## config.mk

```make
export PLATFORM = sky130hd
export DESIGN_NAME = dhte_queue
export DESIGN_NICKNAME = d
export VERILOG_FILES = /design/src/double_hash_table_engine_defines.svh /design/src/dhte_pkg.sv /design/src/dhte_queue.sv
export SDC_FILE = /design/constraint.sdc
export NUM_CORES = 1
export LEC_CHECK = 0
export ABC_CLOCK_PERIOD_IN_PS = 11400
export BUFFER_PORTS_ARGS = -buffer_cell sky130_fd_sc_hd__buf_2
export CORE_MARGIN = 3
export CORE_UTILIZATION = 52
export CTS_CLUSTER_DIAMETER = 50
export DETAILED_ROUTE_END_ITERATION = 16
export PLACE_DENSITY = 0.78
export SLEW_MARGIN = 20
export SYNTH_ARGS = -nofsm -noshare
export SYNTH_HDL_FRONTEND = slang
export SYNTH_SLANG_ARGS = --single-unit
```

## constraint.sdc

```tcl
create_clock -name clk_i -period 11.4 [get_ports clk_i]
set_input_delay 0.57 -clock clk_i [delete_from_list [all_inputs] [get_ports clk_i]]
set_output_delay 0.57 -clock clk_i [all_outputs]
set_load 0.1 [all_outputs]
```

## src/double_hash_table_engine_defines.svh

```systemverilog
// Assertion macros used by the double hash table engine back part.
`ifndef DOUBLE_HASH_TABLE_ENGINE_DEFINES_SVH
`define DOUBLE_HASH_TABLE_ENGINE_DEFINES_SVH

// Same-cycle implication, checked outside reset.
`define DHTE_ASSERT_NOW(lbl, clk, rst_n, ante, cons) \
  lbl: assert property (@(posedge clk) disable iff (!rst_n) (ante) |-> (cons)) \
    else $error("dhte assertion failed");

// Next-cycle implication, checked outside reset.
`define DHTE_ASSERT_NEXT(lbl, clk, rst_n, ante, cons) \
  lbl: assert property (@(posedge clk) disable iff (!rst_n) (ante) |=> (cons)) \
    else $error("dhte assertion failed");

`endif

```

## src/dhte_pkg.sv

```systemverilog
// Types, constants and helpers of the double hash table engine.
`default_nettype none
package dhte_pkg;
  localparam int TABLE_DEPTH   = 1024;
  localparam int ADDR_W        = $clog2(TABLE_DEPTH);
  localparam int CAP_W         = 11;
  localparam int NB_W          = 4;
  localparam int KEY_W         = 64;
  localparam int VALUE_W       = 32;
  localparam int MAX_KEY_BYTES = 8;
  localparam int CFG_W         = 11;
  localparam logic [KEY_W-1:0] DJB_START = 64'd5381;

  localparam logic CFG_CAPACITY  = 1'b0;
  localparam logic CFG_KEY_BYTES = 1'b1;

  localparam logic KIND_INSERT = 1'b0;

  typedef enum logic [2:0] {
    ST_INSERTED  = 3'd0,
    ST_UPDATED   = 3'd1,
    ST_FOUND     = 3'd2,
    ST_NOT_FOUND = 3'd3,
    ST_FULL      = 3'd4
  } status_e;

  typedef enum logic [1:0] {F_IDLE, F_HASH, F_DIV, F_PUSH} front_state_e;
  typedef enum logic [1:0] {B_CLEAR, B_IDLE, B_READ, B_CHECK} back_state_e;

  typedef struct packed {
    logic [CAP_W-1:0] capacity;
    logic [NB_W-1:0]  key_bytes;
  } cfg_t;

  typedef struct packed {
    logic               kind;
    logic [KEY_W-1:0]   key;
    logic [KEY_W-1:0]   mask;
    logic [VALUE_W-1:0] value;
    logic [CAP_W-1:0]   cap;
    logic [ADDR_W-1:0]  home;
    logic [ADDR_W-1:0]  step;
  } item_t;

  function automatic logic [KEY_W-1:0] key_mask(input logic [NB_W-1:0] nb);
    logic [KEY_W-1:0] m;
    m = '0;
    for (int b = 0; b < MAX_KEY_BYTES; b++) begin
      if (NB_W'(b) < nb) m[b*8 +: 8] = 8'hFF;
    end
    return m;
  endfunction
endpackage
`default_nettype wire

```

## src/dhte_queue.sv

```systemverilog
// Two-entry queue between the front and back parts.
`default_nettype none
module dhte_queue (
  input  wire logic            clk_i,
  input  wire logic            rst_ni,
  input  wire logic            push_i,
  input  wire dhte_pkg::item_t item_i,
  output logic                 full_o,
  input  wire logic            pop_i,
  output logic                 valid_o,
  output dhte_pkg::item_t      item_o
);
  dhte_pkg::item_t mem_q [2];
  logic       wr_q, rd_q;
  logic [1:0] cnt_q;

  assign full_o  = (cnt_q == 2'd2);
  assign valid_o = (cnt_q != 2'd0);
  assign item_o  = mem_q[rd_q];

  always_ff @(posedge clk_i or negedge rst_ni) begin
    if (!rst_ni) begin
      wr_q  <= 1'b0;
      rd_q  <= 1'b0;
      cnt_q <= 2'd0;
    end else begin
      if (push_i) wr_q <= !wr_q;
      if (pop_i) rd_q <= !rd_q;
      cnt_q <= cnt_q + {1'b0, push_i} - {1'b0, pop_i};
    end
  end

  always_ff @(posedge clk_i) begin
    if (push_i) mem_q[wr_q] <= item_i;
  end
endmodule
`default_nettype wire

```

## Word-level counts from Yosys, hierarchy flattened

Memory sizes are Yosys's and may differ from the RTL's.
Index checks and enable logic that the tools add are counted.
W data, S select, Z words.

- Divide/modulo/power cells: 0
- Bitwise operators: 0
- Magnitude comparators: 0
- Equality and inequality tests: 1
- Add/sub/neg operators: 2
- Shift-type cells: 0
- Multipliers: 0
- Muxes and demuxes: 2
- Reduce and logical (&&, ||, !) cells: 3

Operator list:

| operator | number |
|---|---|
| $add A2 B1 Y2 | 1 |
| $eq A2 B2 Y1 const B | 1 |
| $logic_not A1 Y1 | 2 |
| $mux W1 | 2 |
| $reduce_bool A2 Y1 | 1 |
| $sub A2 B1 Y2 | 1 |

- Bits in latches: 0
- Bits in read-only memories: 0
- Memories kept: 1
- Bits of input ports: 196
- Word-level logic and storage cells: 12
- Bits in writable memories: 384
- Register bits after elaboration: 4
- Output and inout bits: 194

Memories:

| memory | words | bits a word | rd ports | clocked after Yosys merged registers in | write ports | RTL line | RTL |
|---|---|---|---|---|---|---|---|
| mem_q | 2 | 192 | 1 | 0 | 1 | dhte_queue.sv:13 | `dhte_pkg::item_t mem_q [2];` |

## Depth between registers and ports, before layout

- Depth in word-level cells: 2
- Depth in mapped cells: 5
- Depth with buffers taken out: 5

## Least setup slack after synthesis

Ideal clock, no wire load.

- Path kind: register to register
- From: register wr_q
- To: memory mem_q[0][0] (netlist bit), enable pin
- Arrival time: 8.869 ns
- Buffers on the path: 0
- Stages on the path, launching flop included: 2
- Setup time: 0.770 ns
- Setup slack: 1.761 ns
- Period minus slack after synthesis: 9.639 ns
- Required time: 10.630 ns
- Cells stage by stage: dfrtp_1 -> nor2b_1

RTL lines:

| element | RTL line | RTL |
|---|---|---|
| from (decl) | dhte_queue.sv:14 | `logic wr_q, rd_q;` |
| from (signal assigned) | dhte_queue.sv:27 | `if (push_i) wr_q <= !wr_q;` |
| to (decl) | dhte_queue.sv:13 |  |

Straight into the memory's write port.

==> results_dict.tcl <==
set metrics [dict create \
    status "complete, no violations" \
    drt_pass1_iterations 4 \
    tightest_slew_ns 1.05 \
    synthTopCellsByArea "edfxtp_1 (82%), mux2_2 (15%), dfrtp_1 (0.71%)" \
    dp_hpwl_um 19200 \
    drc 0 \
    drt-wirelength-per-cell_um 20.5 \
    place.port_buffers 389 \
    fin_crit_ns 4.53 \
    synthDistinctLibCells 13 \
    avgSynthCellArea_um2 23.0 \
    synth_cells 612 \
    slew_viol_final 0 \
    cp_data_required_time_ns 10.83 \
    cts_max_path_buffers 3 \
    holdCritPathClass "in2reg" \
    met2_length_um 14600 \
    post_cts.resized_instances 0 \
    layout-drive-gt1-share_pct 61.0 \
    clock-root-buffer "clkbuf_16" \
    route.met3.wl_um 3160 \
    chipHeight_um 171 \
    globalRoute.totalOverflow 0 \
    numCtsBuffers 41 \
    synthDominantCellAreaShare_pct 81.9 \
    htree_num_levels 2 \
    gp_congestion 0.762 \
    cp_slowest_cell "dfrtp_4" \
    grt_antenna_before_repair 11 \
    die_area_um2 29100 \
    overall_die_width_um 171 \
    grt_pass1_wl_um 41600 \
    layout.cells.most_common_list "buf_2 (389), edfxtp_1 (384), mux2_2 (192)" \
    worstPathArrival_ns 3.96 \
    synthesis.yosys.warnings 0 \
    path_max_fanout 74 \
    setup-tns-final_ns 0 \
    cts.hold.buffers_added 1 \
    top_layer "met5" \
    mostFrequentLayoutCell "buf_2" \
    timing_hold_violations_final 0 \
    synth-seq-cells 388 \
    unrepaired_setup_endpoints_after_global_routing "no" \
    max_slew_margin_pct 29.7 \
    final_setup_fails 0 \
    grt_max_degree 78 \
    grt_pass1_vias 7716 \
    routed_wl_um 28700 \
    timing.critical_path.mode_cell "buf_4" \
    worst_setup_path_start_kind "flop" \
    n_fill_cell 1781 \
    via_per_inst 5.16 \
    cap_violations 0 \
    area_growth_syn_to_layout_pct 25.0 \
    postRouteAntennaNets 0 \
    cts.sink_count 388 \
    max_freq_ghz 0.221 \
    postCtsSetupRepairBufs 0 \
    final.setup_skew_ns 0.0231 \
    post-synth-top-area-cell "edfxtp_1" \
    clock_latency_of_the_later_clocked_register_in_the_worst_skew_pair_ns 0.52 \
    worstPathCellList "buf_4 -> buf_4 -> mux2_2 -> buf_2" \
    clock_transition_at_path_regs_ns 0.06 \
    std_cell_rows 59 \
    num_io_pins 390 \
    synth.yosys.seq_area_share_pct 82.6 \
    min_period_over_period_pct 39.7 \
    vias 7226 \
    drtIter0Drc 468 \
    criticalPathCategory "reg2out" \
    grt_usage_pct 18.7 \
    core_region_area_um2 26400 \
    setup.worst_path.end_class "primary output" \
    mapped_cell_area_um2 14100 \
    wire_length_on_met1_um 9880 \
    crit_path_max_incr_delay_ns 0.95 \
    initial_cell_density_of_the_core_pct 53.4 \
    fin_nets 1229 \
    post_synthesis_net_count 810 \
    tritoncts "built" \
]
critical path: cells and delay by family, from the launching register on:
family	cells	cell delay [ns]
mux	1	0.33
flops	1	0.95
buf+inv	3	1.98
registers in the layout, indices dropped and copies added, names as in the netlist:
signal and flops:
mem_q 384, rd_q 1, cnt_q 2, wr_q 1
cell type report:
class / instances / area [um2] / share of cell area (%)
flip-flops and latches: 388 / 11600 / 66.1
multi-input cells: 201 / 2260 / 12.9
repair buffers: 397 / 2010 / 11.4
clock buffers: 55 / 1120 / 6.37
well taps: 335 / 419 / 2.38
clock inverters: 16 / 121 / 0.690
diodes: 7 / 17.5 / 0.0996
inverters: 2 / 7.51 / 0.0427
through the flow:
stage          cell area [um2]  worst slack [ns]  hold slack [ns]  util (%)  std cells
6_report                 17600              6.87            0.235      66.8       1401
4_1_cts                  17600              6.82            0.214      66.7       1394
3_3_place_gp             16300              7.33            0.380      61.9       1322
2_1_floorplan            14100              1.76            0.274         -        612
3_5_place_dp             16300              7.37            0.381      61.9       1322
5_1_grt                  17600              6.64            0.219      66.8       1401
synthesized netlist by cell type:
library cell,number
and2_1,1
buf_2,2
buf_4,11
buf_6,8
dfrtp_1,4
edfxtp_1,384
ha_1,2
inv_1,2
mux2_2,192
nor2b_1,2
or2_2,1
xor2_1,2
xor3_1,1
routing by layer:
| layer | GRT usage (%) | vias up |
|---|---|---|
| met5 | 0 | - |
| met4 | 7.69 | 10 |
| met3 | 8.50 | 71 |
| met2 | 32.1 | 325 |
| met1 | 20.3 | 3513 |
| li1 | - | 3307 |
cells by family (layout without fill, tap and decap cells):
logic type	after synthesis	in the layout	share of synthesized area (%)
other	0	7	0
DFF	388	388	82.6
xor gates and xnor gates	3	3	0.293
buffers and inverters	23	470	1.35
muxes	192	192	15.4
and+or+nand+nor	4	4	0.178
adders and majority gates	2	2	0.178
final timing paths:
check / to / cells after the start / slack, ns / start
max: item_o[169] / 4 / 6.87 / rd_q
min: mem_q[1][46] / 1 / 0.24 / item_i[46]
max reg2reg: mem_q[0][169] / 3 / 8.83 / wr_q
min reg2reg: wr_q / 1 / 0.57 / wr_q
max in group asynchronous: rd_q / 2 / 10.82 / rst_ni
min in group asynchronous: wr_q / 2 / 0.44 / rst_ni
Power is left out: the tool's default activity adds up to more than one toggle a clock period on the data nets, which glitch-free logic cannot reach.
