### config.mk
export PLATFORM = sky130hd
export DESIGN_NAME = dhte_front
export DESIGN_NICKNAME = d
export VERILOG_FILES = /design/src/double_hash_table_engine_defines.svh /design/src/dhte_pkg.sv /design/src/dhte_front.sv
export SDC_FILE = /design/constraint.sdc
export NUM_CORES = 1
export LEC_CHECK = 0
export ABC_CLOCK_PERIOD_IN_PS = 8800
export BUFFER_PORTS_ARGS = -buffer_cell sky130_fd_sc_hd__buf_2
export CORE_UTILIZATION = 58
export CTS_BUF_LIST = sky130_fd_sc_hd__clkbuf_4
export DETAILED_ROUTE_END_ITERATION = 6
export GPL_TIMING_DRIVEN = 0
export MAX_ROUTING_LAYER = met4
export PLACE_DENSITY = 0.82
export SLEW_MARGIN = 20
export SYNTH_ARGS = -nofsm -noshare
export SYNTH_HDL_FRONTEND = slang
export SYNTH_SLANG_ARGS = --single-unit
### constraint.sdc
create_clock -name clk_i -period 8.8 [get_ports clk_i]
set_clock_uncertainty 0.1 [all_clocks]
set_input_delay 0.44 -clock clk_i [delete_from_list [all_inputs] [get_ports clk_i]]
set_output_delay 0.44 -clock clk_i [all_outputs]
set_load 0.05 [all_outputs]
### src/double_hash_table_engine_defines.svh
// Assertion macros used by the double hash table engine back part.
`ifndef DOUBLE_HASH_TABLE_ENGINE_DEFINES_SVH
`define DOUBLE_HASH_TABLE_ENGINE_DEFINES_SVH

// Same-cycle implication, checked outside reset.
`define DHTE_ASSERT_NOW(lbl, clk, rst_n, ante, cons) \
  lbl: assert property (@(posedge clk) disable iff (!rst_n) (ante) |-> (cons)) \
    else $error("dhte assertion failed");

// Next-cycle implication, checked outside reset.
`define DHTE_ASSERT_NEXT(lbl, clk, rst_n, ante, cons) \
  lbl: assert property (@(posedge clk) disable iff (!rst_n) (ante) |=> (cons)) \
    else $error("dhte assertion failed");

`endif

### src/dhte_pkg.sv
// Types, constants and helpers of the double hash table engine.
`default_nettype none
package dhte_pkg;
  localparam int TABLE_DEPTH   = 1024;
  localparam int ADDR_W        = $clog2(TABLE_DEPTH);
  localparam int CAP_W         = 11;
  localparam int NB_W          = 4;
  localparam int KEY_W         = 64;
  localparam int VALUE_W       = 32;
  localparam int MAX_KEY_BYTES = 8;
  localparam int CFG_W         = 11;
  localparam logic [KEY_W-1:0] DJB_START = 64'd5381;

  localparam logic CFG_CAPACITY  = 1'b0;
  localparam logic CFG_KEY_BYTES = 1'b1;

  localparam logic KIND_INSERT = 1'b0;

  typedef enum logic [2:0] {
    ST_INSERTED  = 3'd0,
    ST_UPDATED   = 3'd1,
    ST_FOUND     = 3'd2,
    ST_NOT_FOUND = 3'd3,
    ST_FULL      = 3'd4
  } status_e;

  typedef enum logic [1:0] {F_IDLE, F_HASH, F_DIV, F_PUSH} front_state_e;
  typedef enum logic [1:0] {B_CLEAR, B_IDLE, B_READ, B_CHECK} back_state_e;

  typedef struct packed {
    logic [CAP_W-1:0] capacity;
    logic [NB_W-1:0]  key_bytes;
  } cfg_t;

  typedef struct packed {
    logic               kind;
    logic [KEY_W-1:0]   key;
    logic [KEY_W-1:0]   mask;
    logic [VALUE_W-1:0] value;
    logic [CAP_W-1:0]   cap;
    logic [ADDR_W-1:0]  home;
    logic [ADDR_W-1:0]  step;
  } item_t;

  function automatic logic [KEY_W-1:0] key_mask(input logic [NB_W-1:0] nb);
    logic [KEY_W-1:0] m;
    m = '0;
    for (int b = 0; b < MAX_KEY_BYTES; b++) begin
      if (NB_W'(b) < nb) m[b*8 +: 8] = 8'hFF;
    end
    return m;
  endfunction
endpackage
`default_nettype wire

### src/dhte_front.sv
// Front part: accepts a transaction, hashes the key and derives home slot and step.
`default_nettype none
module dhte_front (
  input  wire logic                        clk_i,
  input  wire logic                        rst_ni,
  input  wire dhte_pkg::cfg_t              cfg_i,
  input  wire logic                        clearing_i,
  input  wire logic                        in_valid_i,
  output logic                             in_stall_o,
  input  wire logic                        in_kind_i,
  input  wire logic [dhte_pkg::KEY_W-1:0]  in_key_i,
  input  wire logic [dhte_pkg::VALUE_W-1:0] in_value_i,
  output logic                             push_o,
  output dhte_pkg::item_t                  item_o,
  input  wire logic                        full_i
);
  dhte_pkg::front_state_e state_q, state_d;
  logic [dhte_pkg::CAP_W-1:0] cap_eff;
  logic [dhte_pkg::NB_W-1:0]  nb_eff;
  logic accept;

  logic                          kind_q;
  logic [dhte_pkg::KEY_W-1:0]    key_q, mask_q, h_q;
  logic [dhte_pkg::VALUE_W-1:0]  value_q;
  logic [dhte_pkg::CAP_W-1:0]    cap_q, r1_q, r2_q;
  logic [dhte_pkg::NB_W-1:0]     nb_q;
  logic [2:0]                    byte_q;
  logic [5:0]                    bit_q;

  logic [7:0]                    cur_byte;
  logic [dhte_pkg::CAP_W:0]      r1_sh, r2_sh;
  logic                          qbit;
  logic [dhte_pkg::CAP_W-1:0]    r1_n, r2_n;
  logic                          hash_last, div_last;

  always_comb begin
    cap_eff = cfg_i.capacity;
    if (cap_eff == '0) cap_eff = dhte_pkg::CAP_W'(1);
    if (cap_eff > dhte_pkg::CAP_W'(dhte_pkg::TABLE_DEPTH))
      cap_eff = dhte_pkg::CAP_W'(dhte_pkg::TABLE_DEPTH);
    nb_eff = cfg_i.key_bytes;
    if (nb_eff == '0) nb_eff = dhte_pkg::NB_W'(1);
    if (nb_eff > dhte_pkg::NB_W'(dhte_pkg::MAX_KEY_BYTES))
      nb_eff = dhte_pkg::NB_W'(dhte_pkg::MAX_KEY_BYTES);
  end

  assign cur_byte  = key_q[{byte_q, 3'b000} +: 8];
  assign hash_last = ({1'b0, byte_q} == nb_q - dhte_pkg::NB_W'(1));
  assign div_last  = (bit_q == 6'd63);

  // Both remainders advance one dividend bit a cycle; the quotient bit of the
  // first division feeds the second as it appears, MSB first.
  always_comb begin
    r1_sh = {r1_q, h_q[dhte_pkg::KEY_W-1]};
    qbit  = (r1_sh >= {1'b0, cap_q});
    r1_n  = qbit ? dhte_pkg::CAP_W'(r1_sh - {1'b0, cap_q}) : r1_sh[dhte_pkg::CAP_W-1:0];
    r2_sh = {r2_q, qbit};
    r2_n  = (r2_sh >= {1'b0, cap_q}) ? dhte_pkg::CAP_W'(r2_sh - {1'b0, cap_q})
                                     : r2_sh[dhte_pkg::CAP_W-1:0];
  end

  always_comb begin
    state_d = state_q;
    unique case (state_q)
      dhte_pkg::F_IDLE: if (accept) state_d = dhte_pkg::F_HASH;
      dhte_pkg::F_HASH: if (hash_last) state_d = dhte_pkg::F_DIV;
      dhte_pkg::F_DIV:  if (div_last) state_d = dhte_pkg::F_PUSH;
      dhte_pkg::F_PUSH: if (!full_i) state_d = dhte_pkg::F_IDLE;
      default:          state_d = dhte_pkg::F_IDLE;
    endcase
  end

  always_comb begin
    in_stall_o = (state_q != dhte_pkg::F_IDLE) || clearing_i;
    push_o     = (state_q == dhte_pkg::F_PUSH) && !full_i;
  end

  assign accept = in_valid_i && !in_stall_o;

  always_comb begin
    item_o.kind  = kind_q;
    item_o.key   = key_q;
    item_o.mask  = mask_q;
    item_o.value = value_q;
    item_o.cap   = cap_q;
    item_o.home  = r1_q[dhte_pkg::ADDR_W-1:0];
    item_o.step  = (r2_q == '0) ? dhte_pkg::ADDR_W'(1) : r2_q[dhte_pkg::ADDR_W-1:0];
  end

  always_ff @(posedge clk_i or negedge rst_ni) begin
    if (!rst_ni) begin
      state_q <= dhte_pkg::F_IDLE;
    end else begin
      state_q <= state_d;
    end
  end

  always_ff @(posedge clk_i) begin
    unique case (state_q)
      dhte_pkg::F_IDLE: begin
        if (accept) begin
          kind_q  <= in_kind_i;
          mask_q  <= dhte_pkg::key_mask(nb_eff);
          key_q   <= in_key_i & dhte_pkg::key_mask(nb_eff);
          value_q <= in_value_i;
          cap_q   <= cap_eff;
          nb_q    <= nb_eff;
          h_q     <= dhte_pkg::DJB_START;
          byte_q  <= '0;
          bit_q   <= '0;
          r1_q    <= '0;
          r2_q    <= '0;
        end
      end
      dhte_pkg::F_HASH: begin
        h_q    <= (h_q << 5) + h_q + {56'd0, cur_byte};
        byte_q <= byte_q + 3'd1;
      end
      dhte_pkg::F_DIV: begin
        r1_q  <= r1_n;
        r2_q  <= r2_n;
        h_q   <= h_q << 1;
        bit_q <= bit_q + 6'd1;
      end
      dhte_pkg::F_PUSH: begin
      end
      default: begin
      end
    endcase
  end
endmodule
`default_nettype wire

# --- Word level (Yosys, flattened, before mapping) ---
# Index checks and enable logic that the tools add are counted.
classes:
  add_sub_neg: 7
  magnitude_cmp: 12
  n_eq_ne: 9
  shifts: 1
  muxes: 44
  n_bitwise: 1
  n_reduce_logical: 18
ops:
  columns: ["op", "n"]
  rows:
  - ["two-way mux 8 bit", 24]
  - ["one-hot mux 64 bit (3 select lines)", 1]
  - ["adder 64 bit", 1]
  - ["adder 64 x 8 -> 64 bit", 1]
  - ["bitwise AND 64 bit", 1]
  - ["two-way mux 64 bit", 1]
  - ["indexed part select 64 x 7 -> 8 bit", 1]
  - ["two-way mux 11 bit", 4]
  - ["one-hot mux 11 bit (2 select lines)", 2]
  - [">= comparator 12 x 11 -> 1 bit", 2]
  - ["logical NOT 11 bit", 2]
  - ["subtractor 11 bit", 2]
  - ["< comparator 3 x 4 -> 1 bit (first input constant)", 4]
  - ["one-hot mux 6 bit (2 select lines)", 1]
  - ["greater-than comparator 11 bit (second input constant)", 1]
  - ["two-way mux 10 bit", 1]
  - ["< comparator 1 x 4 -> 1 bit (first input constant)", 2]
  - ["< comparator 2 x 4 -> 1 bit (first input constant)", 2]
  - ["two-way mux 2 bit", 4]
  - ["two-way mux 4 bit", 2]
  - ["!= test 2 bit (second input constant)", 4]
  - ["one-hot mux 2 bit (4 select lines)", 1]
  - ["AND reduction 2 bit", 4]
  - ["adder 6 x 1 -> 6 bit (second input constant)", 1]
  - ["other kinds (18)", 23]
word_totals:
  register_bits: 273
  inputBits: 117
  out_inout_bits: 194
  wordCells: 104

# --- Logic depth before layout (Yosys ltp) ---
# Gate-level depths: netlist (run 1).
depth:
  ltp_word: 9
  ltp_mapped: 24
  mapped_depth_nobuf: 23

# --- Worst setup path after synthesis (run 1) ---
# OpenSTA, ideal clock, no wires.
synth_timing:
  kind: "reg2reg"
  startpoint: "register state_q[0]"
  endpoint: "register h_q[0] in the netlist's numbering (enable)"
  setup_time_ps: 574
  arrival_time_ps: 5479
  t_required_ps: 8126
  setup_slack_ps: 2647
  stages_incl_launch_ff: 6
  path_buffers: 1
  period_less_slack_ps: 6153
  path_cell_list: "dfrtp_1 inv_1 ha_1 inv_1 clkbuf_1 o21ai_0"
synth_via:
  elab_chain_cells: 6
  elab_cells_between_ends: 10
  classes_between: "3 x eq/ne; 7 x reduce/logical"
synth_lines:
  columns: ["element", "line", "text"]
  rows:
  - ["start, declared", "dhte_front.sv:17", "dhte_pkg::front_state_e state_q, state_d;"]
  - ["start signal, assigned", "dhte_front.sv:92", "state_q <= dhte_pkg::F_IDLE;"]
  - ["start signal, assigned", "dhte_front.sv:94", "state_q <= state_d;"]
  - ["nonzero test 2 bit", "dhte_front.sv:74", "in_stall_o = (state_q != dhte_pkg::F_IDLE) || clearing_i;"]
  - ["logical OR 1 bit", "dhte_front.sv:74", null]
  - ["logical NOT 1 bit", "dhte_front.sv:78", "assign accept = in_valid_i && !in_stall_o;"]
  - ["logical AND 1 bit", "dhte_front.sv:78", null]
  - ["!= test 2 bit (no line)", null, null]
  - ["AND reduction 2 bit (no line) *", null, null]
  - ["end signal, assigned", "dhte_front.sv:108", "h_q <= dhte_pkg::DJB_START;"]
  - ["end signal, assigned", "dhte_front.sv:116", "h_q <= (h_q << 5) + h_q + {56'd0, cur_byte};"]
  - ["end signal, assigned", "dhte_front.sv:122", "h_q <= h_q << 1;"]
  - ["end, declared", "dhte_front.sv:23", "logic [dhte_pkg::KEY_W-1:0] key_q, mask_q, h_q;"]
# Every way passes the cells marked *; elsewhere a longest branch is shown, timed or not.
# A chain may end at the register's enable or synchronous reset.

# --- Worst setup path after layout (run 1) ---
layout_timing:
  startpoint: "register byte_q[0]"
  endpoint: "register h_q[63] in the netlist's numbering, data pin"
layout_via:
  elab_chain_cells: 3
layout_lines:
  columns: ["element", "line", "text"]
  rows:
  - ["start, declared", "dhte_front.sv:27", "logic [2:0] byte_q;"]
  - ["start signal, assigned", "dhte_front.sv:117", "byte_q <= byte_q + 3'd1;"]
  - ["indexed part select 64 x 7 -> 8 bit", "dhte_front.sv:47", "assign cur_byte = key_q[{byte_q, 3'b000} +: 8];"]
  - ["adder 64 x 8 -> 64 bit", "dhte_front.sv:116", null]
  - ["one-hot mux 64 bit (3 select lines)", "dhte_front.sv:99", "unique case (state_q)"]
# Every way passes these cells.

==> results of run 1 <==
## placed cells by master, fill, tap and decap left out, drive strengths merged, types with 8 or more instances in the layout
master       synthesis  layout
a211o                8       8
a211oi               8       8
a21o                43      43
a21oi              112     112
a22oi               22      22
a31oi               12      12
and2                26      26
buf                 80     386
clkbuf              66     149
clkinv               1      10
dlygate4sd3          0     110
edfxtp             214     214
ha                 152     152
inv                 57      58
mux4                16      16
nand2               99      99
nand3               42      42
nand4               24      24
nor2                79      79
nor2b               51      51
nor3                24      24
o21a                14      14
o21ai               96      96
o21bai              17      17
or3                  9       9
xnor2               41      41
xor2                27      27
## stage by stage
stage	worst slack, ns	utilization (%)	hold slack, ns	power [mW]	cells
floorplan	2.65	-	0.0444	6.00	1441
global placement	0.0199	67.0	0.149	7.14	2072
detailed placement	2.55	67.7	0.149	7.34	2077
CTS	2.48	74.7	0.00344	8.24	2280
global route	2.00	74.7	0.0247	9.07	2282
finish	2.32	74.7	0.0374	8.51	2282
## worst paths after layout
| path | from | end | cells past startpoint |
|---|---|---|---|
| setup / recovery | byte_q[0]$_SDFFCE_PN0P_ | h_q[63]$_DFFE_PP_ | 15 |
| hold / removal | cfg_i[2] | nb_q[2]$_DFFE_PP_ | 2 |
| setup reg to reg | byte_q[0]$_SDFFCE_PN0P_ | h_q[63]$_DFFE_PP_ | 15 |
| hold reg to reg | h_q[62]$_DFFE_PP_ | h_q[63]$_DFFE_PP_ | 1 |
| max in group asynchronous | rst_ni | state_q[1]$_DFFE_PN0P_ | 3 |
| min in group asynchronous | rst_ni | state_q[0]$_DFFE_PN0P_ | 3 |
## cell type report
cell class	count	area [sq um]	area share, %
plain buffers	146	815	4.32
well taps	330	413	2.19
clock inverters	10	51.3	0.272
repair buffers	416	2750	14.5
diodes	2	5.00	0.0265
inverters	58	223	1.18
multi-input cells	1021	7520	39.8
clock buffers	83	623	3.30
flip-flops and latches	216	6480	34.3
## routing by layer
metal  wire length, um  track usage, %  vias up
li1                  -               -     6258
met1             18200            44.0     6467
met2             23000            60.7      964
met3              4520            7.79      263
met4              3420            22.6        0
met5                 0               -        -
## power by group
part	internal [mW]	switching [mW]	total (mW)	leakage [nW]
logic	2.12	3.62	5.74	5.73
registers	1.61	0.273	1.89	2.05
clock network	0.429	0.454	0.883	0.410
## kinds of logic (layout without fill, tap and decap cells)
kind of cell / Yosys count / in the layout / share of synthesized area, %
simple gates: 377 / 377 / 12.3
other cells: 1 / 3 / 0.0250
fa+ha+maj: 158 / 158 / 13.5
xor+xnor: 68 / 68 / 3.97
buf+inv: 204 / 713 / 6.88
flops: 216 / 216 / 43.2
mux: 26 / 26 / 3.13
compound gates: 391 / 391 / 17.0
## sequential cells by signal (all words and copies together) (netlist names)
signal	cells
nb_q	3
value_q	32
r2_q	11
cap_q	11
key_q	64
byte_q	3
state_q	2
r1_q	11
bit_q	6
h_q	64
kind_q	1
mask_q	8
==> flow_summary.ini, run 1 <==
[layout]
drive_above_1_share_pct = 26.2
syn2layout_area_growth_pct = 25.8
nets = 2191
final_area_sq_um = 18900
fillers = 1680

[global_routing]
first_global_vias = 13900
grt_overflow_total = 0
grt_use_total_pct = 37.9
antenna_found_initial = 2
grt_pass1_wl_um = 75000
grt_max_degree = 84

[sta]
hold_viol_final = 0
slew_headroom_pct = 24.6
rsz0062_at_grt = no
fmax_mhz = 154
final_max_slew_viol_count = 0
finalCritPeriodShare_pct = 73.6
worst_pin_slew_ns = 1.13
setup-tns-final_ns = 0
min_period_ns = 6.48
setup_viol = 0

[place]
gp_congestion = 0.979
placed_area_sq_um = 17100
io_buffers = 301
hpwl_um = 32300

[detailed_routing]
drtIter0Drc = 1389
vias = 14000
firstDrtPassIters = 7
vias_per_cell = 6.11
drc = 0
post_drt_wl_per_cell_um = 21.5
antenna_left = 0
routed_wl_um = 49200

[floorplan]
die_x_um = 163
dieHeight_um = 163
initial_core_util_pct = 59.4
die_area_sq_um = 26500
num_rows = 58
core_sq_um = 25300
io-pin-count = 311

[logic_synthesis]
yosysTopAreaCell = edfxtp_1
yosysTopAreaCellShare_pct = 42.8
synth_most_common_cell = edfxtp_1
synthesis.area_sq_um = 15000
synth_seq_cells = 216
postSynth.asyncResetShare_pct = 0.926
yosys.cell_types.count = 69
dominantRegCellSynth = edfxtp_1
synth_edf_count = 214
syn_inst = 1441
yosysSeqAreaShare_pct = 43.2
avgSynthCellArea_sq_um = 10.4
yosysWarnings = 0
ys_top_cells_by_count = edfxtp_1 (214), ha_1 (152), a21oi_1 (110), nand2_1 (98), o21ai_0 (90)
synthTopCellsByArea = edfxtp_1 (43%), ha_1 (13%), a21oi_1 (3.7%)
synth_nets = 1716

[setup_path]
cp_cell_sequence = clkbuf_1 > clkbuf_1 > mux4_2 > mux2_2 > ha_1 > fa_1 > a211oi_1 > o21bai_1 > a21oi_1 > o31ai_1 > a211o_1 > nand3_1 > a21oi_1 > or3_1 > a32o_1
crit_path_start_kind = flip-flop
crit_fanout = 10
required_ns = 9.13
crit_family = compound AO/OA/AOI/OAI gates
worstSetupPathType = reg -> reg
cp_slowest_stage_delay_ns = 0.70
cp_data_arrival_time_ns = 6.81
endpoint_kind = flip-flop
r2r_setup_slack_ns = 2.32
crit_buf_inv = 2
slowest_stage = mux4_2

[job]
maxCapViolations = 0

[outcome]
status = finished, final reports clean

[power]
p_leak_nw = 8.19
peakVddDrop_mv = 0.263
p_per_area_nw_per_um2 = 451

[cts]
clk_pin_slew_ns = 0.09
clock_path_buffers = 3
clkSinkCount = 216
root_buffer = clkbuf_4
htreeDepth = 2
cts_buffers = 57
clock_latency_ns = 0.73
post-cts-setup-buffers = 0
cts_hold_buf = 110
post_cts_resized = 0
cts_tree = yes

[min_path]
hold_path_class = in -> reg
Note: power is estimated with default switching activity, not from simulation.
==> run 2, diff against run 1 <==
- ABC_CLOCK_PERIOD_IN_PS: 8800 -> 5330
- CORE_UTILIZATION: 58 -> 52
- PLACE_DENSITY: 0.82 -> 0.77
- clock period: 8.8 -> 5.33 ns (I/O delays scaled with it)
==> run 2 against run 1 <==
  * Hold slack improved by 0.11 ns
  * Largest cell class unchanged
  * Final cell count increased by 2.8%
  * Fmax increased by 26%
  * Global-route usage decreased by 5.4 points
  * Non-clock buffer count increased by 13
  * Via count decreased by 3.1%
==> flow_summary.ini, run 2 (synthesized netlist as in run 1, its figures left out) <==
[sta]
slew_headroom_pct = 24.1
final_max_slew_viol_count = 0
fmax_mhz = 195
min_period_ns = 5.13
finalCritPeriodShare_pct = 96.2
setup_viol = 0
worst_pin_slew_ns = 1.13
hold_viol_final = 0

[global_routing]
grt_pass1_wl_um = 72000
antenna_found_initial = 1
first_global_vias = 13500
grt_max_degree = 79
grt_overflow_total = 0
grt_use_total_pct = 32.5

[setup_path]
r2r_start = byte_q[0]$_SDFFCE_PN0P_
crit_fanout = 10
reg2reg_to = h_q[54]$_DFFE_PP_
endpoint_kind = flip-flop
r2r_setup_slack_ns = 0.20
crit_path_start_kind = flip-flop
worstSetupPathType = reg -> reg
required_ns = 5.65
cp_data_arrival_time_ns = 5.45
reg2reg_depth = 16

[cts]
clock_path_buffers = 3
cts_tree = yes
clkSinkCount = 216
root_buffer = clkbuf_4
htreeDepth = 2
clk_pin_slew_ns = 0.07
clock_latency_ns = 0.75
cts_buffers = 58

[power]
p_leak_nw = 8.28
p_int_mw = 6.89
p_clk_share_pct = 10.3
p_per_area_nw_per_um2 = 726
peakVddDrop_mv = 0.398
pwr-share-comb_pct = 67.3
swShare_pct = 50.4
power_switching_mw = 6.99
p_seq_share_pct = 22.3

[place]
gp_congestion = 1.01
hpwl_um = 32000
io_buffers = 301
placed_cells = 2125
placed_area_sq_um = 17200

[min_path]
worstHoldEndpoint = key_q[5]$_DFFE_PP_
hp-start = in_key_i[5]
holdPathStages = 2
hold_path_class = in -> reg

[floorplan]
die_x_um = 172
initial_core_util_pct = 53.4
num_rows = 61
die_area_sq_um = 29500
io-pin-count = 311
dieHeight_um = 172
core_sq_um = 28100

[detailed_routing]
drc = 0
drtIter0Drc = 1192
antenna_left = 0
vias = 13500
routed_wl_um = 46400
vias_per_cell = 5.77
firstDrtPassIters = 6
post_drt_wl_per_cell_um = 19.8

[outcome]
status = finished, final reports clean

[layout]
final_area_sq_um = 19100
multi_input_area_sq_um = 7570
nets = 2205
final_cell_mix = buf_2 (311), edfxtp_1 (214), ha_1 (152)
regArea_sq_um = 6480
syn2layout_area_growth_pct = 27.5
fillers = 2099
layout_commonest_cell = buf_2
finalNonFillerCells = 2345
drive_above_1_share_pct = 26.7
reg.largest.list = h_q x64, key_q x64, value_q x32

[job]
maxCapViolations = 0
==> run 2: how the worst max path moves through the flow <==
| stage | startpoint | to | slack (ns) | cells after the start |
|---|---|---|---|---|
| 6_report | byte_q[0]$_SDFFCE_PN0P_ | h_q[54]$_DFFE_PP_ | 0.20 | 16 |
| 5_1_grt | cap_q[0]$_SDFFCE_PN0P_ | r2_q[1]$_SDFFCE_PN0P_ | -0.02 | 23 |
| 4_1_cts | byte_q[0]$_SDFFCE_PN0P_ | h_q[54]$_DFFE_PP_ | 0.01 | 16 |
| 3_5_place_dp | byte_q[0]$_SDFFCE_PN0P_ | h_q[63]$_DFFE_PP_ | -1.04 | 15 |
| 3_3_place_gp | byte_q[0]$_SDFFCE_PN0P_ | h_q[63]$_DFFE_PP_ | -0.94 | 15 |
| 2_1_floorplan | byte_q[0]$_SDFFCE_PN0P_ | h_q[63]$_DFFE_PP_ | 0.12 | 15 |
==> run 2: power by group through the flow <==
stage | registers, mW | logic, mW | clock network, mW
after global placement | 3.19 | 8.52 | 0
after global routing | 3.15 | 10.3 | 1.53
after CTS | 3.09 | 9.11 | 1.43
after detailed placement | 3.12 | 8.96 | 0
after floorplan | 3.25 | 6.63 | 0
final | 3.10 | 9.35 | 1.44
==> run 2: worst max-delay path, stage by stage (launching register included) <==
cell      delay (ns)
edfxtp_1        0.35
buf_4           0.25
clkbuf_8        0.25
mux4_2          0.53
mux2_2          0.31
fa_1            0.44
ha_1            0.29
buf_2           0.17
a21oi_1         0.16
a21oi_1         0.09
a211oi_2        0.29
o211ai_1        0.32
a221oi_1        0.42
nor2_1          0.20
a21boi_0        0.39
xor2_1          0.18
o21ai_0         0.08
==> run 2: what timing repair did <==
item	4_1_cts	5_1_grt
hold buffers	122	0
gates resized for setup	9	19
cloned	0	0
endpoints found under the hold margin	119	0
buffers inserted	0	1
setup endpoints to repair	49	30
pin swaps	0	3
==> run 2: final cells by class <==
cell class              count  share of cell area [%]
diodes                      1                  0.0131
plain buffers             146                    4.37
clock buffers              81                    3.18
clock inverters            15                   0.366
inverters                  58                    1.16
multi-input cells        1021                    39.6
flip-flops and latches    216                    33.8
well taps                 378                    2.47
repair buffers            429                    15.0
==> run 2: per-layer routing <==
metal	track usage (%)	share of wire, %
met1	39.1	40
met2	53.1	48
met3	5.54	7.1
met4	15.8	4.8
met5	-	0
==> run 2: metrics by stage <==
stage          setup TNS [ns]  worst slack (ns)  hold slack (ns)  util, %  total power [mW]
6_report                    0             0.201            0.146     68.1              13.9
5_1_grt               -0.0197           -0.0156            0.133     68.1              15.0
4_1_cts                     0            0.0145           0.0905     67.9              13.6
3_5_place_dp           -28.89             -1.04          -0.0231     61.1              12.1
3_3_place_gp           -80.49            -0.939          -0.0228     60.5              11.7
2_1_floorplan               0             0.115           -0.129        -              9.88
==> run 3, diff against run 2 <==
- CORE_ASPECT_RATIO: unset -> 0.9
- CTS_CLUSTER_DIAMETER: unset -> 50
- SETUP_SLACK_MARGIN: unset -> 0.2
==> run 3 against run 2 <==
  * Via count rose by 2.5%
  * Total power rose by 2.3%
  * Sequential cell count unchanged
  * Global-route usage increased by 1.1 points
  * First-iteration DRC count is 10% higher
  * Setup slack better by 0.13 ns
  * Critical path type unchanged
  * Critical endpoint is now h_q[56]$_DFFE_PP_
  * Highest routed layer unchanged
==> flow_summary.ini, run 3 (synthesized netlist as in run 1, its figures left out) <==
[detailed_routing]
routed_wl_um = 48500
drc = 0
antenna_left = 0
drtIter0Drc = 1315
vias_per_cell = 5.89
post_drt_wl_per_cell_um = 20.6
vias = 13900
firstDrtPassIters = 6

[job]
maxCapViolations = 0

[floorplan]
io-pin-count = 311
num_rows = 58
core_sq_um = 28200
dieHeight_um = 163
die_x_um = 181
die_area_sq_um = 29500
initial_core_util_pct = 53.3

[sta]
holdWs_ns = 0.149
final_max_slew_viol_count = 0
setup_viol = 0
slew_headroom_pct = 31.2
worst_pin_slew_ns = 1.03
finalCritPeriodShare_pct = 93.9
rsz0062_at_grt = no
min_period_ns = 5.00
hold_viol_final = 0
fmax_mhz = 200
setup-tns-final_ns = 0

[setup_path]
endpoint_kind = flip-flop
r2r_setup_slack_ns = 0.33
cp_slowest_stage_delay_ns = 0.55
cp_cell_sequence = buf_12 > buf_8 > mux4_2 > mux2_2 > fa_1 > ha_1 > clkbuf_4 > o21a_1 > o21a_1 > o2111ai_2 > a21oi_2 > a2111oi_4 > o31ai_4 > a31oi_4 > or4_1 > nand3_1
crit_fanout = 10
path_common_cell = o21a_1
required_ns = 5.80
cp_data_arrival_time_ns = 5.47
crit_path_start_kind = flip-flop
worstSetupPathType = reg -> reg
slowest_stage = mux4_2

[layout]
final_cell_mix = buf_2 (309), edfxtp_1 (214), ha_1 (152)
final_area_sq_um = 19400
regArea_sq_um = 6480
fillers = 2025
reg.largest.list = h_q x64, key_q x64, value_q x32
multi_input_area_sq_um = 7590
syn2layout_area_growth_pct = 29.2
drive_above_1_share_pct = 27.2
layout_commonest_cell = buf_2
nets = 2229
finalNonFillerCells = 2354

[global_routing]
grt_use_total_pct = 33.6
first_global_vias = 13700
grt_pass1_wl_um = 75000
grt_max_degree = 88
grt_overflow_total = 0
antenna_found_initial = 3

[cts]
clock_path_buffers = 3
clock_latency_ns = 0.74
cts_buffers = 58
clkSinkCount = 216
cts_tree = yes
clk_pin_slew_ns = 0.08
htreeDepth = 2
root_buffer = clkbuf_4

[outcome]
status = finished, final reports clean

[power]
p_clk_share_pct = 10.4
p_seq_share_pct = 22.0
p_per_area_nw_per_um2 = 733
pwr-share-comb_pct = 67.7
peakVddDrop_mv = 0.497
p_total_mw = 14.2
power_switching_mw = 7.17
p_leak_nw = 8.42
p_int_mw = 7.03
swShare_pct = 50.5

[place]
placed_area_sq_um = 17100
hpwl_um = 32700
gp_congestion = 0.969
io_buffers = 301
placed_cells = 2107

[min_path]
hold_path_class = in -> reg
[run 3: metrics by stage]
step                      setup WS [ns]  utilization, %
after global routing              0.146            68.8
after detailed placement         -0.679            60.8
after CTS                         0.192            68.3
final                             0.326            68.8
after floorplan                   0.275               -
after global placement           -0.927            60.2
[run 3: repair_timing]
| action | in CTS | in global routing |
|---|---|---|
| buffers inserted | 1 | 9 |
| gates resized for setup | 13 | 24 |
| endpoints found under the setup margin | 55 | 40 |
| pin swaps | 1 | 10 |
| endpoints found under the hold margin | 119 | 0 |
| hold buffers | 137 | 0 |
[run 3: worst max-delay path: cells and delay by family (launching register included)]
family / cells / cell delay, ns
compound gates: 7 / 1.52
simple gates: 2 / 0.61
buf+inv: 3 / 0.54
flops: 1 / 0.43
mux: 2 / 0.84
fa+ha+maj: 2 / 0.80
[run 3: worst paths after layout]
check                                        start                endpoint  cells past startpoint
min in group asynchronous                   rst_ni  state_q[0]$_DFFE_PN0P_                      3
setup reg to reg           byte_q[0]$_SDFFCE_PN0P_       h_q[56]$_DFFE_PP_                     16
hold / removal                       in_value_i[6]    value_q[6]$_DFFE_PP_                      2
hold reg to reg                  h_q[60]$_DFFE_PP_       h_q[61]$_DFFE_PP_                      1
setup / recovery           byte_q[0]$_SDFFCE_PN0P_       h_q[56]$_DFFE_PP_                     16
max in group asynchronous                   rst_ni  state_q[1]$_DFFE_PN0P_                      3
[run 3: area by class of cell]
class | count | share of cell area [%]
multi-input combinational | 1021 | 39.2
timing repair buffer | 453 | 15.9
antenna | 3 | 0.0387
clock inverter | 11 | 0.278
clock buffer | 86 | 3.33
buffer | 146 | 4.42
sequential | 216 | 33.4
inverter | 58 | 1.15
tap | 360 | 2.32
[run 3: power groups by stage]
stage	registers, mW	clock network (mW)	logic (mW)
2_1_floorplan	3.25	0	6.64
3_3_place_gp	3.19	0	8.54
3_5_place_dp	3.13	0	9.00
4_1_cts	3.10	1.45	9.17
5_1_grt	3.16	1.57	10.6
6_report	3.12	1.47	9.61
[run 3: routing by layer]
metal  up-vias  track usage (%)  part of all wire, %
met5         -                -                    0
met3       137             6.24                  9.0
met1      6558             41.2                   39
li1       6347                -                    -
met2       822             54.7                   48
met4         0             14.3                  4.0
